## src/rtl/core/wkv_pkg.sv

```systemverilog
package wkv_pkg;

	localparam int HEAD_SIZE_DEF  = 64;
	localparam int HEAD_COUNT_DEF = 8;
	localparam logic [6:0] HEAD_SIZE_RST = 7'd64;
	localparam logic [2:0] REG_HEAD_SIZE = 3'd0;

	localparam logic [1:0] MODE_LOAD  = 2'd0;
	localparam logic [1:0] MODE_WRITE = 2'd1;
	localparam logic [1:0] MODE_READ  = 2'd2;

	typedef struct packed {
		logic [1:0]  op;
		logic        store;
		logic        last;
		logic        rd_ok;
		logic [2:0]  head;
		logic [5:0]  row;
		logic [5:0]  col;
		logic [15:0] r;
		logic [15:0] w;
		logic [15:0] k;
		logic [15:0] v;
		logic [15:0] a;
		logic [15:0] b;
		logic [31:0] word;
	} item_t;

	typedef struct packed {
		logic clearing;
		logic q_full;
	} back_stat_t;

	function automatic logic [31:0] rnd_sat(input logic signed [53:0] x, input int unsigned sh);
		logic signed [54:0] y;
		y = 55'(x) + (55'sd1 <<< (sh - 1));
		y = y >>> sh;
		if (y > 55'sh7fffffff)
			return 32'h7fffffff;
		else if (y < -55'sh80000000)
			return 32'h80000000;
		else
			return y[31:0];
	endfunction

endpackage

```

## src/rtl/core/wkv_front.sv

```systemverilog
module wkv_front import wkv_pkg::*; #(
	parameter int HEAD_COUNT = HEAD_COUNT_DEF
) (
	input  logic               start,
	input  logic        [1:0]  mode,
	input  logic        [2:0]  head_index,
	input  logic        [5:0]  channel,
	input  logic        [5:0]  row_index,
	input  logic signed [15:0] receptance,
	input  logic        [15:0] decay_rate,
	input  logic signed [15:0] key_elem,
	input  logic signed [15:0] value_elem,
	input  logic signed [15:0] removal_key,
	input  logic signed [15:0] replace_key,
	input  logic signed [31:0] state_word,
	input  logic               last_channel,
	input  logic        [6:0]  n,
	input  back_stat_t         stat,
	output logic               busy,
	output logic               push,
	output item_t              item
);

	logic head_ok, col_ok, row_ok, keep;

	assign busy    = stat.clearing | stat.q_full;
	assign head_ok = 7'(head_index) < 7'(HEAD_COUNT);
	assign col_ok  = {1'b0, channel} < n;
	assign row_ok  = {1'b0, row_index} < n;

	always_comb begin
		case (mode)
			MODE_LOAD:  keep = head_ok & (col_ok | last_channel);
			MODE_WRITE: keep = head_ok & col_ok & row_ok;
			MODE_READ:  keep = head_ok;
			default:    keep = 1'b0;
		endcase
	end

	assign push = start & ~busy & keep;

	always_comb begin
		item.op    = mode;
		item.store = col_ok;
		item.last  = last_channel;
		item.rd_ok = col_ok & row_ok;
		item.head  = head_index;
		item.row   = row_index;
		item.col   = channel;
		item.r     = receptance;
		item.w     = decay_rate;
		item.k     = key_elem;
		item.v     = value_elem;
		item.a     = removal_key;
		item.b     = replace_key;
		item.word  = state_word;
	end

endmodule

```

## config.mk

```make
export PLATFORM = sky130hd
export DESIGN_NAME = wkv_front
export DESIGN_NICKNAME = d
export VERILOG_FILES = /design/src/rtl/core/wkv_pkg.sv /design/src/rtl/core/wkv_front.sv
export SDC_FILE = /design/constraint.sdc
export NUM_CORES = 1
export LEC_CHECK = 0
export ABC_AREA = 1
export ABC_CLOCK_PERIOD_IN_PS = 2990
export BUFFER_PORTS_ARGS = -buffer_cell sky130_fd_sc_hd__buf_4
export CAP_MARGIN = 20
export CELL_PAD_IN_SITES_DETAIL_PLACEMENT = 0
export CELL_PAD_IN_SITES_GLOBAL_PLACEMENT = 1
export CORE_AREA = 5 5 115 117
export DETAILED_ROUTE_END_ITERATION = 10
export DIE_AREA = 0 0 120 122
export PLACE_DENSITY_LB_ADDON = 0.08
export SLEW_MARGIN = 20
export SYNTH_ARGS = -nofsm -noshare
export SYNTH_HDL_FRONTEND = slang
export SYNTH_SLANG_ARGS = --single-unit
```

## constraint.sdc

```tcl
create_clock -name vclk -period 2.99
set_input_delay 0.598 -clock vclk [all_inputs]
set_output_delay 0.598 -clock vclk [all_outputs]
set_load 0.03 [all_outputs]
```

==> results.sh <==
export IMPL_end_kind="output pin"
export IMPL_seq_area_frac_synth_pct=0
export IMPL_die_w_um=120
export IMPL_hold_buffers=0
export IMPL_nets=278
export IMPL_start_util_pct=12.1
export IMPL_finalMaxSlewViolations=0
export IMPL_outcome="completed"
export IMPL_rows=41
export IMPL_met2_usage_pct=7.27
export IMPL_gr_max_usage_layer="met2"
export IMPL_cts_resized=0
export IMPL_routedWlPerCell_um=13.2
export IMPL_yosys_top_cells_area="buf_4, ha_1, nand2_1, inv_1, nand2_2"
export IMPL_tightest_slew_ps=272
export IMPL_syn_area_sq_um=1490
export IMPL_synth_top_area_share_pct=74.1
export IMPL_postCtsSetupRepairBufs=0
export IMPL_wirelength_um=3430
export IMPL_max_slew_margin_pct=81.8
export IMPL_seq_area_sq_um=0
export IMPL_clkbuf_count=0
export IMPL_first_pass_iters=2
export IMPL_cp_required_ps=2390
export IMPL_ioPinCount=306
export IMPL_numSequentialCells=0
export IMPL_syn_nets=379
export IMPL_period_share_pct=83.2
export IMPL_avgSynthCellArea_sq_um=6.99
export IMPL_grt_overflow=0
export IMPL_crit_type="primary input to output pin"
export IMPL_met3_usage_pct=2.46
export IMPL_finalSetupTns_ps=0
export IMPL_synth_cell_type_count=15
export IMPL_core_area_sq_um=12300
export IMPL_max_freq_ghz=0.402
export IMPL_final_antenna_net_count=0
export IMPL_grt_first_pass_wirelength_um=4630
export IMPL_grt_setup_unrepaired="no"
export IMPL_p_leak_nw=0.474
export IMPL_area_delta_synth_final_pct=-39.3
export IMPL_antenna_found_initial=0
export IMPL_crit_path_start_kind="primary input"
export IMPL_period_needed_ps=2490
export IMPL_post_synth_top_area_cell="buf_4"
export IMPL_vias=674
export IMPL_drt_initial_drc_count=10
export IMPL_drt_vias_per_instance=2.59
export IMPL_drc_errors=0
export IMPL_worstHoldPathType="primary input to output pin"
export IMPL_finalHoldViolations=0
export IMPL_globalplace_congestion=0.631
export IMPL_setup_viol=0
export IMPL_n_antenna_cell=0
export IMPL_final_layout_size_suffix_gt1_share_pct=49.1
export IMPL_synthCells=213
export IMPL_crit_arrival_ps=1890
export IMPL_synth_warnings=0
export IMPL_portBuffers=44
export IMPL_track_usage_pct=4.14
export IMPL_grtUsageMet1_pct=3.26
export IMPL_irDropWorstVdd_uv=41.9
export IMPL_hpwlAfterDp_um=3210
export IMPL_drv_cap=0
export IMPL_fin_hold_ws_ps=1200
export IMPL_die_h_um=122
export IMPL_netlist_top_cells_count="buf_4, nand2_1, inv_1"
export IMPL_path_max_fanout=2
export IMPL_die_area_sq_um=14600
export IMPL_grt_pass1_vias=738
export IMPL_p_per_area_nw_per_um2=154
export IMPL_grt_max_degree=5
export IMPL_yosysMostFrequentCell="buf_4"
-- metal layers --
layer / up-vias / part of all wire, %
met1: 268 / 25
met3: 36 / 18
met5: - / 0
met2: 80 / 49
met4: 0 / 8.3
li1: 290 / -
-- path summary, 6_finish.rpt --
kind | from | end | slack (ps) | depth (start not counted)
hold / removal | decay_rate[4] | item[100] | 1200 | 0
setup / recovery | n[2] | push | 500 | 11
-- power breakdown --
group	switching, mW	total, mW	internal (mW)
Clock	0	0	0
Sequential	0	0	0
Combinational	0.0796	0.139	0.0595
-- layout by cell type (no fill, tap or decap) --
master,netlist,routed
buf_4,147,44
nand2_1,21,21
inv_1,16,16
ha_1,10,10
nor2_1,5,5
nand2_2,3,3
a21oi_1,2,2
a21oi_2,2,2
nor3_2,1,1
inv_2,1,1
a21oi_4,1,1
nand3_1,1,1
or2_2,1,1
nand3_2,1,1
nor3_1,1,1
-- cell type report --
class / instances / area [sq um]
inverters: 17 / 63.8
well taps: 150 / 188
repair buffers: 44 / 330
multi-input cells: 49 / 322
fillers: 1434 / 11400
-- kinds of logic after synthesis --
group	after synthesis	synth area share, %
AND/OR/NAND/NOR	34	10.3
adder cells (fa/ha/maj)	10	8.40
AO/OA/AOI/OAI	5	2.94
buffers and inverters	164	78.4
-- worst max-delay path, stage by stage --
cell	delay, ps
buf_4	110
inv_1	80
ha_1	240
a21oi_1	130
nand2_1	150
nand2_1	90
nand3_1	90
nand2_1	70
nand2_1	50
a21oi_2	100
buf_4	170
-- through the flow --
step	total power, mW	setup slack (ps)	utilization, %	instance area (sq um)	instances
floorplan	0.419	686	-	1490	213
global placement	0.144	487	7.37	903	260
detailed placement	0.144	471	7.37	903	260
CTS	0.144	465	7.37	903	260
global route	0.157	351	7.37	903	260
finish	0.139	502	7.37	903	260
Note: power is estimated with default switching activity, not from simulation.
