$ cat src/rtl/core/wkv_pkg.sv
package wkv_pkg;

	localparam int HEAD_SIZE_DEF  = 64;
	localparam int HEAD_COUNT_DEF = 8;
	localparam logic [6:0] HEAD_SIZE_RST = 7'd64;
	localparam logic [2:0] REG_HEAD_SIZE = 3'd0;

	localparam logic [1:0] MODE_LOAD  = 2'd0;
	localparam logic [1:0] MODE_WRITE = 2'd1;
	localparam logic [1:0] MODE_READ  = 2'd2;

	typedef struct packed {
		logic [1:0]  op;
		logic        store;
		logic        last;
		logic        rd_ok;
		logic [2:0]  head;
		logic [5:0]  row;
		logic [5:0]  col;
		logic [15:0] r;
		logic [15:0] w;
		logic [15:0] k;
		logic [15:0] v;
		logic [15:0] a;
		logic [15:0] b;
		logic [31:0] word;
	} item_t;

	typedef struct packed {
		logic clearing;
		logic q_full;
	} back_stat_t;

	function automatic logic [31:0] rnd_sat(input logic signed [53:0] x, input int unsigned sh);
		logic signed [54:0] y;
		y = 55'(x) + (55'sd1 <<< (sh - 1));
		y = y >>> sh;
		if (y > 55'sh7fffffff)
			return 32'h7fffffff;
		else if (y < -55'sh80000000)
			return 32'h80000000;
		else
			return y[31:0];
	endfunction

endpackage

$ cat src/rtl/core/wkv_queue.sv
module wkv_queue import wkv_pkg::*; (
	input  logic  clk,
	input  logic  arst_n,
	input  logic  push,
	input  item_t din,
	input  logic  pop,
	output item_t dout,
	output logic  valid,
	output logic  full
);

	item_t      ent_q [2];
	logic       wp_q, rp_q;
	logic [1:0] cnt_q;

	assign valid = cnt_q != 2'd0;
	assign full  = cnt_q == 2'd2;
	assign dout  = ent_q[rp_q];

	always_ff @(posedge clk) begin
		if (push)
			ent_q[wp_q] <= din;
	end

	always_ff @(posedge clk or negedge arst_n) begin
		if (!arst_n) begin
			wp_q  <= 1'b0;
			rp_q  <= 1'b0;
			cnt_q <= 2'd0;
		end else begin
			if (push)
				wp_q <= ~wp_q;
			if (pop)
				rp_q <= ~rp_q;
			cnt_q <= cnt_q + 2'(push) - 2'(pop);
		end
	end

endmodule

$ cat config.mk
export PLATFORM = sky130hd
export DESIGN_NAME = wkv_queue
export DESIGN_NICKNAME = d
export VERILOG_FILES = /design/src/rtl/core/wkv_pkg.sv /design/src/rtl/core/wkv_queue.sv
export SDC_FILE = /design/constraint.sdc
export NUM_CORES = 1
export LEC_CHECK = 0
export ABC_AREA = 1
export BUFFER_PORTS_ARGS = -buffer_cell sky130_fd_sc_hd__buf_2
export CORE_MARGIN = 2
export CORE_UTILIZATION = 38
export CTS_BUF_LIST = sky130_fd_sc_hd__clkbuf_4 sky130_fd_sc_hd__clkbuf_8 sky130_fd_sc_hd__clkbuf_16
export CTS_CLUSTER_DIAMETER = 60
export DETAILED_ROUTE_END_ITERATION = 12
export PLACE_DENSITY_LB_ADDON = 0.05
export SLEW_MARGIN = 20
export SYNTH_ARGS = -nofsm -noshare
export SYNTH_HDL_FRONTEND = slang
export SYNTH_SLANG_ARGS = --single-unit
$ cat constraint.sdc
create_clock -name clk -period 8 [get_ports clk]
set_clock_uncertainty 0.2 [all_clocks]
set_input_delay 1.6 -clock clk [delete_from_list [all_inputs] [get_ports clk]]
set_output_delay 1.6 -clock clk [all_outputs]
set_load 0.005 [all_outputs]
==> out/qor.yml, run 1 <==
critical_path:
  cpPeakStageDelay_ps: 970
  cp.depth: 4
  cp_num_buf_inv: 2
  critical_path.top_delay_family: "buffers and inverters"
  ff2ff_path_depth: 2
  crit_end: "dout[23]"
  path_cells: "buf_4 -> nand2_1 -> o21ai_0 -> buf_2"
  r2r-start: "wp_q"
  arrival_ps: 2860
  rrSetupSlack_ps: 5330
  cp_slowest_cell: "dfrtp_4"
  path_class: "register to primary output"
  worstPathRequired_ps: 6200
  r2r-end: "ent_q[0][95]"
  cp-end-kind: "primary output"
  cp-start-kind: "register"
  critPathMaxFanout: 98
  setup.worst_path.start: "rp_q"
detailed_routing:
  first_pass_iters: 4
  wl_per_cell_um: 15.3
  via_count: 6694
  routed_via_density: 4.40
  drt_iter0_markers: 307
  drcViolationCount: 0
  ant_nets: 0
  wl_mm: 23.3
grt:
  grt_max_degree: 125
  antenna_found_initial: 8
  grt_first_pass_wirelength_mm: 33.7
  grtUsageTotal_pct: 14.0
  overflow: 0
  grt_pass1_vias: 6078
logic_synthesis:
  synth_cell_types: 15
  syn_area_um2: 11500
  yosysSeqAreaShare_pct: 77.9
  ys_top_cells_by_area: "edfxtp_1, o21ai_2, inv_1"
  ys_warn_count: 0
  synth_edf_count: 296
  synth.avg_cell_area_um2: 14.5
  netlist_top_cells_count: "edfxtp_1, inv_1, nand2_1"
  ys_ff_latch: 300
  synthesis.nets: 952
  yosys.area.top_type: "edfxtp_1"
  synth_top_area_share_pct: 77.0
  async_flop_share_pct: 1.33
  syn_inst: 798
  yosys.cell_count.top_type: "edfxtp_1"
  synthFlopType: "edfxtp_1"
sta:
  rsz0062_at_grt: "false"
  tns_ps: 0
  fin_crit_sh_pct: 58.2
  relSlewSlack_pct: 32.4
  layout_min_cycle_time_ps: 4660
  slew_viol_final: 0
  worst_slew_pin_slew_ps: 1010
  finalSetupViolCount: 0
  fmax_ghz: 0.215
  hold_violations: 0
  setup_ws_ps: 3340
placed_design:
  port_buffers: 301
  placed_cell_area_um2: 13300
  pre_cts_ws_ps: 3850
  hpwl_mm: 15.3
  gp_congestion: 0.727
  post-place-cells: 1461
floorplanning:
  core.rowCount: 63
  initial_core_util_pct: 38.8
  core-area_um2: 29800
  dieArea_um2: 31800
  dieWidth_um: 178
  fp.dieH_um: 178
  pin_count: 302
power_and_ir_drop:
  leakagePower_nw: 6.10
  peakVddDrop_mv: 0.318
  p_per_area_nw_per_um2: 351
run_status:
  status: "finished clean"
layout:
  final_util_pct: 48.3
  drive_gt1_share_pct: 38.8
  fillers: 2695
  multiInputGateArea_um2: 1690
  syn2layout_area_growth_pct: 24.6
  register_area_um2: 8990
  stdcell_count: 1523
  nNetsFinal: 1258
  final_cell_area_um2: 14400
clock_tree:
  post_cts_buffers: 0
  clk-insertion-delay-late_ps: 540
  numCtsBuffers: 31
  cts.sinks: 300
  cts-htree-levels: 1
  cts_tree: "yes"
  cts_resized: 0
  clk_pin_slew_ps: 60
  cts-root-buf: "clkbuf_16"
  cts.hold.buffers_added: 0
  clock_path_buffers: 3
run:
  drv_cap: 0
min_path:
  min-delay-path-class: "register to register"
==> state kept, by name, indices dropped and copies added (netlist names) <==
signal,flops
cnt_q,2
ent_q,296
rp_q,1
wp_q,1
==> metal layers <==
metal  wire length, um  GRT usage (%)  vias up  share of wire, %
met3              2510           6.22       45                11
li1                  -              -     3340                 -
met4               572           4.57        6               2.5
met1              9230           16.7     3080                40
met2             10900           22.6      223                47
met5                40              0        -              0.17
==> placed cells by master (no fill, tap or decap), types with 2 or more instances in the layout <==
cell         n
buf_4        4
buf_2      301
clkbuf_16   31
bufinv_16    6
clkinv_1     8
clkbuf_4     7
diode_2      5
inv_1      154
ha_1         2
edfxtp_1   296
o21ai_0     53
clkinv_2     4
o21ai_1     15
dfrtp_1      3
nand2_1    155
o21ai_2     80
xor2_1       2
==> worst register-to-register path, delay by kind of cell (launching register included) <==
family	cells	cell delay [ps]
AND/OR/NAND/NOR	1	670
flip-flops	1	430
buffers and inverters	1	890
==> stage by stage <==
step / hold WS (ps) / total power, W
3_5_place_dp: 341 / 0.00365
5_1_grt: 369 / 0.00536
2_1_floorplan: 281 / 0.00313
6_report: 355 / 0.00504
3_3_place_gp: 332 / 0.00363
4_1_cts: 353 / 0.00514
==> final cells by class <==
cell class / instances / area share (%)
Sequential cell: 300 / 62.5
Clock buffer: 38 / 5.76
Inverter: 155 / 4.08
Timing Repair Buffer: 306 / 10.8
Clock inverter: 19 / 1.65
Antenna cell: 5 / 0.0870
Multi-Input combinational cell: 310 / 11.7
Tap cell: 390 / 3.39
==> worst min path at each step <==
| stage | startpoint | end | slack (ps) | depth (start not counted) |
|---|---|---|---|---|
| finish | wp_q | wp_q | 360 | 1 |
| global route | wp_q | wp_q | 370 | 1 |
| CTS | wp_q | wp_q | 350 | 1 |
| detailed placement | wp_q | wp_q | 340 | 1 |
| global placement | wp_q | wp_q | 330 | 1 |
| floorplan | wp_q | wp_q | 280 | 1 |
==> cell families after synthesis <==
group	share of synthesized area, %
AOI/OAI and AO/OA	9.02
xor gates and xnor gates	0.152
DFF	77.9
and+or+nand+nor	5.15
adders and majority gates	0.217
buffers and inverters	7.62
==> power breakdown <==
group / total [W] / leakage [nW] / switching [W] / internal (W)
registers: 0.00221 / 2.82 / 0.000123 / 0.00209
logic: 0.00135 / 2.75 / 0.000839 / 0.000513
clock network: 0.00148 / 0.527 / 0.000557 / 0.000922
Note: power is estimated with default switching activity, not from simulation.
==> inputs of run 2 (changes only) <==
--- a/config.mk
+++ b/config.mk
@@ -5,7 +5,7 @@
 export SDC_FILE = /design/constraint.sdc
 export NUM_CORES = 1
 export LEC_CHECK = 0
-export ABC_AREA = 1
+export ABC_AREA = 0
 export BUFFER_PORTS_ARGS = -buffer_cell sky130_fd_sc_hd__buf_2
 export CORE_MARGIN = 2
 export CORE_UTILIZATION = 38
==> constraint.sdc (replaced) <==
create_clock -name clk -period 4 [get_ports clk]
set_clock_uncertainty 0.2 [all_clocks]
set_input_delay 0.8 -clock clk [delete_from_list [all_inputs] [get_ports clk]]
set_output_delay 0.8 -clock clk [all_outputs]
set_load 0.005 [all_outputs]
==> out/qor.yml, run 2 <==
layout:
  regMostFlops: "ent_q"  # unchanged
  drive_gt1_share_pct: 62.0  # was 38.8%
  final_util_pct: 48.9  # was 48.3%
  final_cell_area_um2: 14400  # about the same
  reg_top3: "ent_q (296), cnt_q (2)"  # unchanged
  final_common_cell: "buf_2"  # unchanged
  syn2layout_area_growth_pct: 27.5  # was 24.6%
  largest_reg_flops: 296  # unchanged
  final_cell_mix: "buf_2, edfxtp_1, mux2_4"  # was buf_2, edfxtp_1, nand2_1
  nNetsFinal: 959  # was 1258
  fillers: 2559  # was 2695
critical_path:
  cp-start-kind: "register"  # unchanged
  cp_slowest_cell: "dfrtp_4"  # unchanged
  cpPeakStageDelay_ps: 780  # was 970 ps
  cp-end-kind: "primary output"  # unchanged
  path_class: "register to primary output"  # unchanged
  critPathMaxFanout: 57  # was 98
  arrival_ps: 2280  # was 2860 ps
  path_cells: "buf_12 -> mux2_2 -> buf_2"  # was buf_4 -> nand2_1 -> o21ai_0 -> buf_2
  cp_num_buf_inv: 2  # unchanged
  worstPathRequired_ps: 3000  # was 6200 ps
  critical_path.top_delay_family: "flip-flops"  # was buffers and inverters
clock_tree:
  post_cts_buffers: 0  # unchanged
  cts-root-buf: "clkbuf_16"  # unchanged
  clock_path_buffers: 3  # unchanged
  cts.sinks: 300  # unchanged
  numCtsBuffers: 34  # was 31
  cts_tree: "yes"  # unchanged
  clk-insertion-delay-late_ps: 490  # was 540 ps
  cts-htree-levels: 2  # was 1
  cts.hold.buffers_added: 1  # was 0
  clk_pin_slew_ps: 50  # was 60 ps
  cts_resized: 0  # unchanged
grt:
  grt_pass1_vias: 5779  # was 6078
  grtUsageTotal_pct: 13.8  # was 14.0%
  grt_max_degree: 81  # was 125
  overflow: 0  # unchanged
  grt_first_pass_wirelength_mm: 32.4  # was 33.7 mm
  antenna_found_initial: 7  # was 8
logic_synthesis:
  yosys.area.top_type: "edfxtp_1"  # unchanged
  netlist_top_cells_count: "edfxtp_1, mux2_4, mux2_2"  # was edfxtp_1, inv_1, nand2_1
  ys_top_cells_by_area: "edfxtp_1, mux2_4, mux2_2"  # was edfxtp_1, o21ai_2, inv_1
  synth.avg_cell_area_um2: 23.8  # was 14.5 um^2
  synth_top_area_share_pct: 78.6  # was 77.0%
  ys_ff_latch: 300  # unchanged
  synth_edf_count: 296  # unchanged
  synth_cell_types: 13  # was 15
  ys_warn_count: 0  # unchanged
  syn_inst: 476  # was 798
  synthFlopType: "edfxtp_1"  # unchanged
  synthesis.nets: 630  # was 952
  yosysSeqAreaShare_pct: 79.5  # was 77.9%
  yosys.cell_count.top_type: "edfxtp_1"  # unchanged
  async_flop_share_pct: 1.33  # unchanged
  syn_area_um2: 11300  # was 11500 um^2
detailed_routing:
  routed_via_density: 4.55  # was 4.40
  ant_nets: 0  # unchanged
  drcViolationCount: 0  # unchanged
  wl_mm: 22.3  # was 23.3 mm
  first_pass_iters: 4  # unchanged
  drt_iter0_markers: 329  # was 307
  wl_per_cell_um: 18.2  # was 15.3 um
  via_count: 5556  # was 6694
floorplanning:
  pin_count: 302  # unchanged
  dieArea_um2: 31100  # was 31800 um^2
  fp.dieH_um: 176  # was 178 um
  core.rowCount: 63  # unchanged
  core-area_um2: 29500  # was 29800 um^2
  initial_core_util_pct: 38.3  # was 38.8%
  dieWidth_um: 176  # was 178 um
run_status:
  status: "finished clean"  # unchanged
placed_design:
  port_buffers: 301  # unchanged
  hpwl_mm: 14.6  # was 15.3 mm
  placed_cell_area_um2: 13300  # about the same
  gp_congestion: 0.726  # was 0.727
  pre_cts_ws_ps: 1200  # was 3850 ps
sta:
  tns_ps: 0  # unchanged
  hold_violations: 0  # unchanged
  fin_crit_sh_pct: 82.1
  slew_viol_final: 0  # unchanged
  setup_ws_ps: 716  # was 3340 ps
  fmax_ghz: 0.305
  layout_min_cycle_time_ps: 3280
  relSlewSlack_pct: 36.0  # was 32.4%
  rsz0062_at_grt: "false"  # unchanged
  worst_slew_pin_slew_ps: 960  # was 1010 ps
  finalSetupViolCount: 0  # unchanged
power_and_ir_drop:
  p_per_area_nw_per_um2: 712  # was 351 nW/um^2
  leakagePower_nw: 5.72  # was 6.10 nW
  peakVddDrop_mv: 0.418  # was 0.318 mV
min_path:
  min-delay-path-class: "input pin to register"  # was register to register
run:
  drv_cap: 0  # unchanged
-- run 2: cell type report --
class / count / area, um^2 / share of cell area, %
clock buffers: 48 / 1010 / 6.99
repair buffers: 310 / 1640 / 11.4
flip-flops and latches: 300 / 8990 / 62.4
well taps: 390 / 488 / 3.38
multi-input cells: 157 / 2150 / 14.9
diodes: 3 / 7.51 / 0.0521
clock inverters: 12 / 130 / 0.902
inverters: 2 / 7.51 / 0.0521
-- run 2: routing by layer --
metal | wire length, um | up-vias | share of wire [%] | GRT usage [%]
li1 | - | 2560 | - | -
met2 | 10700 | 212 | 48 | 22.7
met4 | 464 | 8 | 2.1 | 4.65
met5 | 54 | - | 0.24 | 0
met1 | 8740 | 2729 | 39 | 16.2
met3 | 2300 | 47 | 10 | 6.14
-- run 2: worst register-to-register path, delay by kind of cell, from the launching register on --
kind	cells	cell delay, ps
buf+inv	1	350
flops	1	410
simple gates	1	670
-- run 2: final timing paths --
kind,start,endpoint,slack [ps],depth (start not counted)
worst max-delay path,rp_q,dout[17],720,3
worst min-delay path,din[127],ent_q[0][127],290,1
worst max register to register,wp_q,ent_q[1][138],1970,2
worst min register to register,wp_q,wp_q,340,1
max in group asynchronous,arst_n,rp_q,3010,2
min in group asynchronous,arst_n,cnt_q[0],450,2
-- run 2: logic make-up after synthesis --
group | count (synthesis) | share of synthesized area (%)
XOR/XNOR | 3 | 0.365
adder cells (fa/ha/maj) | 2 | 0.221
buffers and inverters | 19 | 1.59
flip-flops | 300 | 79.5
multiplexers | 148 | 18.1
AND/OR/NAND/NOR | 4 | 0.221
-- run 2: where the power goes --
group | leakage (nW) | switching, W | internal, W
Clock | 0.568 | 0.00114 | 0.00195
Sequential | 2.82 | 0.000214 | 0.00418
Combinational | 2.33 | 0.00127 | 0.00152
Total | 5.72 | 0.00262 | 0.00765
-- run 2: through the flow --
step                hold slack [ps]  std cells  total power [W]
global route                    268       1220           0.0108
finish                          289       1222           0.0103
floorplan                       304        476          0.00628
global placement                329       1158          0.00728
CTS                             262       1219           0.0105
detailed placement              342       1158          0.00734
